### src/hdl/lgs_pkg.sv
// Shared types, constants and helpers for the life grid generation step block.
`default_nettype none

package lgs_pkg;

  localparam int DEF_MAX_COLUMNS = 64;
  localparam int DEF_MAX_ROWS    = 64;

  localparam int CFG_DIM_W  = 7;
  localparam int COORD_W    = 6;
  localparam int OPCODE_W   = 2;
  localparam int IN_DATA_W  = 16;
  localparam int OUT_DATA_W = 8;

  localparam logic [CFG_DIM_W-1:0] RESET_COLUMNS = 7'd60;
  localparam logic [CFG_DIM_W-1:0] RESET_ROWS    = 7'd40;
  localparam int MIN_DIM = 3;

  localparam int BIRTH_COUNT  = 3;
  localparam int SURVIVE_LOW  = 2;
  localparam int SURVIVE_HIGH = 3;

  localparam logic [OPCODE_W-1:0] OP_WRITE = 2'd0;
  localparam logic [OPCODE_W-1:0] OP_READ  = 2'd1;
  localparam logic [OPCODE_W-1:0] OP_STEP  = 2'd2;

  localparam logic CFG_IDX_COLUMNS = 1'b0;
  localparam logic CFG_IDX_ROWS    = 1'b1;

  // Control handed to every column cell of the window.
  typedef struct packed {
    logic clear;
    logic shift;
  } cell_ctrl_t;

  // Clamp a raw dimension register into MIN_DIM..maxv.
  function automatic int clamp_dim(logic [CFG_DIM_W-1:0] v, int maxv);
    if (int'(v) < MIN_DIM) return MIN_DIM;
    if (int'(v) > maxv) return maxv;
    return int'(v);
  endfunction

endpackage

`default_nettype wire

### src/hdl/lgs_cell.sv
// One column cell: holds its three window bits and applies the B3/S23 rule.
`default_nettype none

module lgs_cell (
  input  wire logic                clk,
  input  wire logic                rst_n,
  input  wire lgs_pkg::cell_ctrl_t ctrl,
  input  wire logic                bit_in,
  input  wire logic                active,
  input  wire logic [2:0]          left_nb,
  input  wire logic [2:0]          right_nb,
  output      logic [2:0]          nb_out,
  output      logic                next_bit
);

  logic       w0_r, w1_r, w2_r;
  logic [3:0] count;
  logic       rule_bit;

  always_ff @(posedge clk) begin
    if (!rst_n || ctrl.clear) begin
      w0_r <= 1'b0;
      w1_r <= 1'b0;
      w2_r <= 1'b0;
    end else if (ctrl.shift) begin
      w0_r <= w1_r;
      w1_r <= w2_r;
      w2_r <= bit_in;
    end
  end

  // Columns beyond the active area look dead to their neighbours
  assign nb_out = active ? {w2_r, w1_r, w0_r} : 3'b000;

  always_comb begin
    count = 4'(left_nb[0]) + 4'(left_nb[1]) + 4'(left_nb[2])
          + 4'(right_nb[0]) + 4'(right_nb[1]) + 4'(right_nb[2])
          + 4'(w0_r) + 4'(w2_r);
    if (w1_r) begin
      rule_bit = (int'(count) >= lgs_pkg::SURVIVE_LOW) &&
                 (int'(count) <= lgs_pkg::SURVIVE_HIGH);
    end else begin
      rule_bit = (int'(count) == lgs_pkg::BIRTH_COUNT);
    end
    // Hold the old value outside the active area
    next_bit = active ? rule_bit : w1_r;
  end

endmodule

`default_nettype wire

### config.mk
export PLATFORM = sky130hd
export DESIGN_NAME = lgs_cell
export DESIGN_NICKNAME = d
export VERILOG_FILES = /design/src/hdl/lgs_pkg.sv /design/src/hdl/lgs_cell.sv
export SDC_FILE = /design/constraint.sdc
export NUM_CORES = 1
export LEC_CHECK = 0
export ABC_CLOCK_PERIOD_IN_PS = 5790
export BUFFER_PORTS_ARGS = -buffer_cell sky130_fd_sc_hd__buf_2
export CELL_PAD_IN_SITES_DETAIL_PLACEMENT = 0
export CELL_PAD_IN_SITES_GLOBAL_PLACEMENT = 1
export CORE_AREA = 2 2 39 41
export CTS_CLUSTER_DIAMETER = 150
export CTS_CLUSTER_SIZE = 10
export DETAILED_ROUTE_END_ITERATION = 6
export DIE_AREA = 0 0 41 43
export PLACE_DENSITY = 0.66
export SYNTH_ARGS = -nofsm -noshare
export SYNTH_HDL_FRONTEND = slang
export SYNTH_SLANG_ARGS = --single-unit
### constraint.sdc
create_clock -name clk -period 5.79 [get_ports clk]
set_input_delay 0.2895 -clock clk [delete_from_list [all_inputs] [get_ports clk]]
set_output_delay 0.2895 -clock clk [all_outputs]
set_load 0.05 [all_outputs]
==> out/qor.yml, run 1 <==
setup_path:
  worst-setup-path-type: "primary input to output pin"
  r2r_cells: 2
  worst_ep_arrival_time_ns: 3.41
  crit_path_max_fanout: 2
  worstPathRequired_ns: 5.50
  crit_path_start_kind: "primary input"
  endpoint_kind: "output pin"
logic_synthesis:
  synthCells: 36
  netlist_area_sq_um: 322
  yosys_warnings: 0
  yosysTopAreaCell: "fa_1"
  synth_seq_cells: 3
  synth_top_area_share_pct: 24.9
  synth_nets: 55
  yosysUniqueCellTypes: 13
  synth_area_leaders: "fa_1 (25%), dfxtp_1 (19%), inv_1 (13%), ha_1 (12%), mux2i_1 (9.3%)"
  synth_seq_area_share_pct: 18.7
  avgSynthCellArea_sq_um: 8.93
final_layout:
  layout.nets: 75
  syn_to_final_growth_pct: 37.7
  drive_above_1_share_pct: 32.7
  antenna_cells: 0
routing:
  via_per_inst: 3.80
  drt_pass1_iterations: 2
  wl_um: 542
  ant_nets: 0
  drcViolationCount: 0
  route.vias.total: 270
  wl_per_cell_um: 7.63
  drt-initial-drc-count: 2
clocking:
  cts-resized-gates: 0
  root_buffer: "clkbuf_4"
  clkLatencyLatePin_ns: 0.23
  htree_levels: 1
  post_cts_buffers: 0
  clock_path_buffers: 2
  cts_tree: "built"
  clk_pin_slew_ns: 0.03
  cts_buffers: 3
  cts_sinks: 3
  ctsHoldBuffers: 0
floorplan:
  core_area_sq_um: 1380
  die_w_um: 41
  dieArea_sq_um: 1760
  num_rows: 14
  start_util_pct: 23.2
  top_level_ports: 16
  die_y_um: 43
worst_hold_path:
  hold_class: "primary input to flop"
  hold_depth: 3
sta:
  min_period_ns: 3.70
  fmax_ghz: 0.270
  slew_headroom_pct: 83.3
  setup_violations: 0
  drv_slew: 0
  skew_ns: 0.00197
  period_share_pct: 63.9
  hold_viol: 0
  rsz0062_at_grt: "false"
  max_slew.worst_pin.slew_ns: 0.252
  final.setup.tns_ns: 0
  fin_ws_ns: 2.09
grt:
  grt_pass1_vias: 259
  grt_pass1_wl_um: 897
  grt_overflow: 0
  antenna_found_initial: 0
  track_usage_pct: 7.78
  grt_max_degree: 6
placed_design:
  hpwlAfterDp_um: 493
  gp_congestion: 0.591
  io_buffers: 15
  placement.setup.worst_slack_ns: 2.07
outcome:
  status: "finished, final reports clean"
pwr:
  p_leak_nw: 0.252
  powerDensity_nw_per_um2: 213
  peakVddDrop_mv: 0.0562
flow_run:
  max_cap_viol_count: 0
==> metal layers <==
layer,GRT usage [%],routed length [um]
met1,10.2,229
met2,9.69,253
met3,1.57,59
met4,8.00,0
met5,0,0
==> Yosys cell counts <==
| cell type | count |
|---|---|
| or3b_1 | 1 |
| dfxtp_1 | 3 |
| inv_1 | 11 |
| fa_1 | 4 |
| nor2_1 | 3 |
| and2_1 | 3 |
| a31oi_1 | 1 |
| nand4b_1 | 1 |
| ha_1 | 3 |
| a21o_1 | 1 |
| nand2b_1 | 1 |
| mux2i_1 | 3 |
| a21oi_1 | 1 |
==> power by group <==
| part | internal [W] | leakage (nW) | total (W) | switching (W) |
|---|---|---|---|---|
| registers | 0.0000211 | 0.0243 | 0.0000214 | 0.000000270 |
| clock network | 0.0000258 | 0.0150 | 0.0000358 | 0.00000999 |
| logic | 0.0000165 | 0.213 | 0.0000372 | 0.0000206 |
==> per-stage QoR <==
stage | instances | power, W | hold slack [ns] | instance area [sq um] | utilization [%]
global placement | 67 | 0.0000579 | 0.527 | 417 | 30.1
global route | 71 | 0.000105 | 0.307 | 443 | 32.0
CTS | 71 | 0.0000970 | 0.306 | 443 | 32.0
detailed placement | 67 | 0.0000595 | 0.505 | 417 | 30.1
finish | 71 | 0.0000943 | 0.307 | 443 | 32.0
floorplan | 36 | 0.0000491 | 0.437 | 322 | -
==> critical path, cell delays in order <==
cell,delay (ns)
buf_2,0.07
inv_1,0.04
fa_1,0.55
fa_1,0.44
fa_1,0.49
inv_1,0.04
ha_1,0.19
fa_1,0.50
or3b_1,0.34
a31oi_1,0.17
buf_2,0.28
==> placed cells by master, fill, tap and decap left out, types with 3 or more instances in the layout <==
cell type   n
mux2i_1     3
buf_2      15
and2_1      3
clkbuf_4    3
fa_1        4
inv_1      11
dfxtp_1     3
ha_1        3
nor2_1      3
==> cell families after synthesis <==
family,synth area share [%]
flip-flops,18.7
buffers and inverters,12.8
AO/OA/AOI/OAI,5.84
adder cells (fa/ha/maj),36.6
AND/OR/NAND/NOR,16.7
multiplexers,9.34
==> final timing paths <==
kind | from | endpoint | slack [ns]
worst max register to register | w2_r | w1_r | 5.17
worst min-delay path | bit_in | w2_r | 0.31
worst max-delay path | left_nb[0] | next_bit | 2.09
worst min register to register | w0_r | w0_r | 0.51
==> cell type report <==
type,count,area [sq um]
fill,156,941
multi-input combinational,22,220
timing repair buffer,15,75.1
sequential,3,60.1
inverter,11,41.3
clock buffer,4,26.3
tap,16,20.0
==> state kept, by name, indices dropped and copies added, names as in the netlist <==
name / flops
w1_r: 1
w2_r: 1
w0_r: 1
(Power assumes the default switching activity.)
==> run 2: changes to the inputs <==
ABC_CLOCK_PERIOD_IN_PS = 3600   (was 5790)
clock period = 3.6 ns   (was 5.79 ns; I/O delays follow)
==> run 2 against run 1 <==
Critical path type unchanged. Die area is the same. Global-route usage shrank 0.20 points. Non-clock buffer count is the same. Critical endpoint unchanged. Total power grew 68%.
==> out/qor.yml, run 2 (synthesis results as in run 1) <==
final_layout:
  final_util_pct: 32.6
  drive_above_1_share_pct: 34.5
  antenna_cells: 0
  layout_common_cells: "buf_2 (14), inv_1 (11), fa_1 (4), clkbuf_4 (4)"
  layout.nets: 75
  mostFrequentLayoutCell: "buf_2"
  top_regs: "w0_r (1), w1_r (1), w2_r (1)"
  syn_to_final_growth_pct: 40.5
  fillers: 142
outcome:
  status: "finished, final reports clean"
placed_design:
  hpwlAfterDp_um: 458
  gp_congestion: 0.624
  io_buffers: 15
  placement.setup.worst_slack_ns: 0.110
clocking:
  cts_tree: "built"
  root_buffer: "clkbuf_4"
  cts_sinks: 3
  cts_buffers: 3
  clock_path_buffers: 2
  post_cts_buffers: 0
  clkLatencyLatePin_ns: 0.24
  clk_pin_slew_ns: 0.04
  htree_levels: 1
pwr:
  p_leak_nw: 0.252
  power.share.combinational_pct: 39.4
  powerDensity_nw_per_um2: 352
  p_seq_share_pct: 21.6
  p_sw_share_pct: 34.6
  total_power_w: 0.000159
  internal_power_w: 0.000104
  clock_power_share_pct: 39.0
  power_switching_w: 0.0000550
  peakVddDrop_mv: 0.102
sta:
  fin_ws_ns: 0.155
  final.setup.tns_ns: 0
  max_slew.worst_pin.slew_ns: 0.247
  min_period_ns: 3.45
  skew_ns: 0.00162
  hold_viol: 0
  fin_hold_ws_ns: 0.221
  period_share_pct: 95.7
  fmax_ghz: 0.290
  rsz0062_at_grt: "false"
  slew_headroom_pct: 83.6
  setup_violations: 0
  drv_slew: 0
grt:
  grt_pass1_vias: 252
  grt_overflow: 0
  antenna_found_initial: 0
  grt_pass1_wl_um: 924
  track_usage_pct: 7.58
  grt_max_degree: 6
routing:
  via_per_inst: 3.83
  drcViolationCount: 0
  drt_pass1_iterations: 2
  wl_um: 577
  wl_per_cell_um: 8.13
  route.vias.total: 272
  ant_nets: 0
  drt-initial-drc-count: 3
setup_path:
  worst-setup-path-type: "primary input to output pin"
  endpoint_kind: "output pin"
  worst_ep_arrival_time_ns: 3.27
  worstPathRequired_ns: 3.42
  crit_path_max_fanout: 2
  crit_path_start_kind: "primary input"
floorplan:
  die_w_um: 41
  start_util_pct: 23.2
  num_rows: 14
  core_area_sq_um: 1380
  die_y_um: 43
  top_level_ports: 16
  dieArea_sq_um: 1760
worst_hold_path:
  hold_class: "primary input to flop"
flow_run:
  max_cap_viol_count: 0
==> run 2: cell count changes in the layout (fill, tap and decap cells not counted) <==
cell | before | now
clkbuf_4 | 3 | 4
buf_2 | 15 | 14
a31oi_2 | 0 | 1
a31oi_1 | 1 | 0
==> run 2: timing repair <==
item / 4_1_cts / 5_1_grt
endpoints found under the setup margin: 0 / 1
endpoints found under the hold margin: 0 / 0
gates resized for setup: 0 / 1
hold buffers: 0 / 0
==> run 2: power groups by stage <==
stage          Combinational, W   Clock, W  Sequential, W
2_1_floorplan         0.0000464          0      0.0000347
3_3_place_gp          0.0000606          0      0.0000349
3_5_place_dp          0.0000614          0      0.0000349
4_1_cts               0.0000623  0.0000637      0.0000343
5_1_grt               0.0000732  0.0000642      0.0000343
6_report              0.0000626  0.0000620      0.0000343
==> run 2: stage by stage <==
stage               std cells  area (sq um)
finish                     71           452
global route               71           452
CTS                        71           449
detailed placement         67           423
global placement           67           423
floorplan                  36           328
==> run 2: worst paths after layout <==
check                                 from       end  slack [ns]  depth (start not counted)
worst min register to register        w0_r      w0_r        0.54                          2
worst min-delay path                bit_in      w2_r        0.22                          3
worst max-delay path            left_nb[0]  next_bit        0.15                         11
worst max register to register        w2_r      w2_r        2.94                          2
==> run 2: area by class of cell <==
type	count	area, sq um	share of cell area, %
multi-input cells	22	226	50.1
repair buffers	15	77.6	17.2
flip-flops and latches	3	60.1	13.3
inverters	11	41.3	9.14
clock buffers	4	26.3	5.82
well taps	16	20.0	4.43
==> run 2: routing by layer <==
layer | wire (um) | vias to the layer above | GRT usage (%)
li1 | - | 148 | -
met1 | 266 | 114 | 10.8
met2 | 275 | 10 | 10.3
met3 | 35 | 0 | 0
met4 | 0 | 0 | 6.00
met5 | 0 | - | 0
==> run 2: critical path, cell delays in order <==
cell      delay, ns
buf_2          0.07
inv_1          0.04
fa_1           0.54
fa_1           0.43
fa_1           0.48
inv_1          0.04
ha_1           0.20
fa_1           0.50
or3b_1         0.36
a31oi_2        0.18
clkbuf_4       0.25
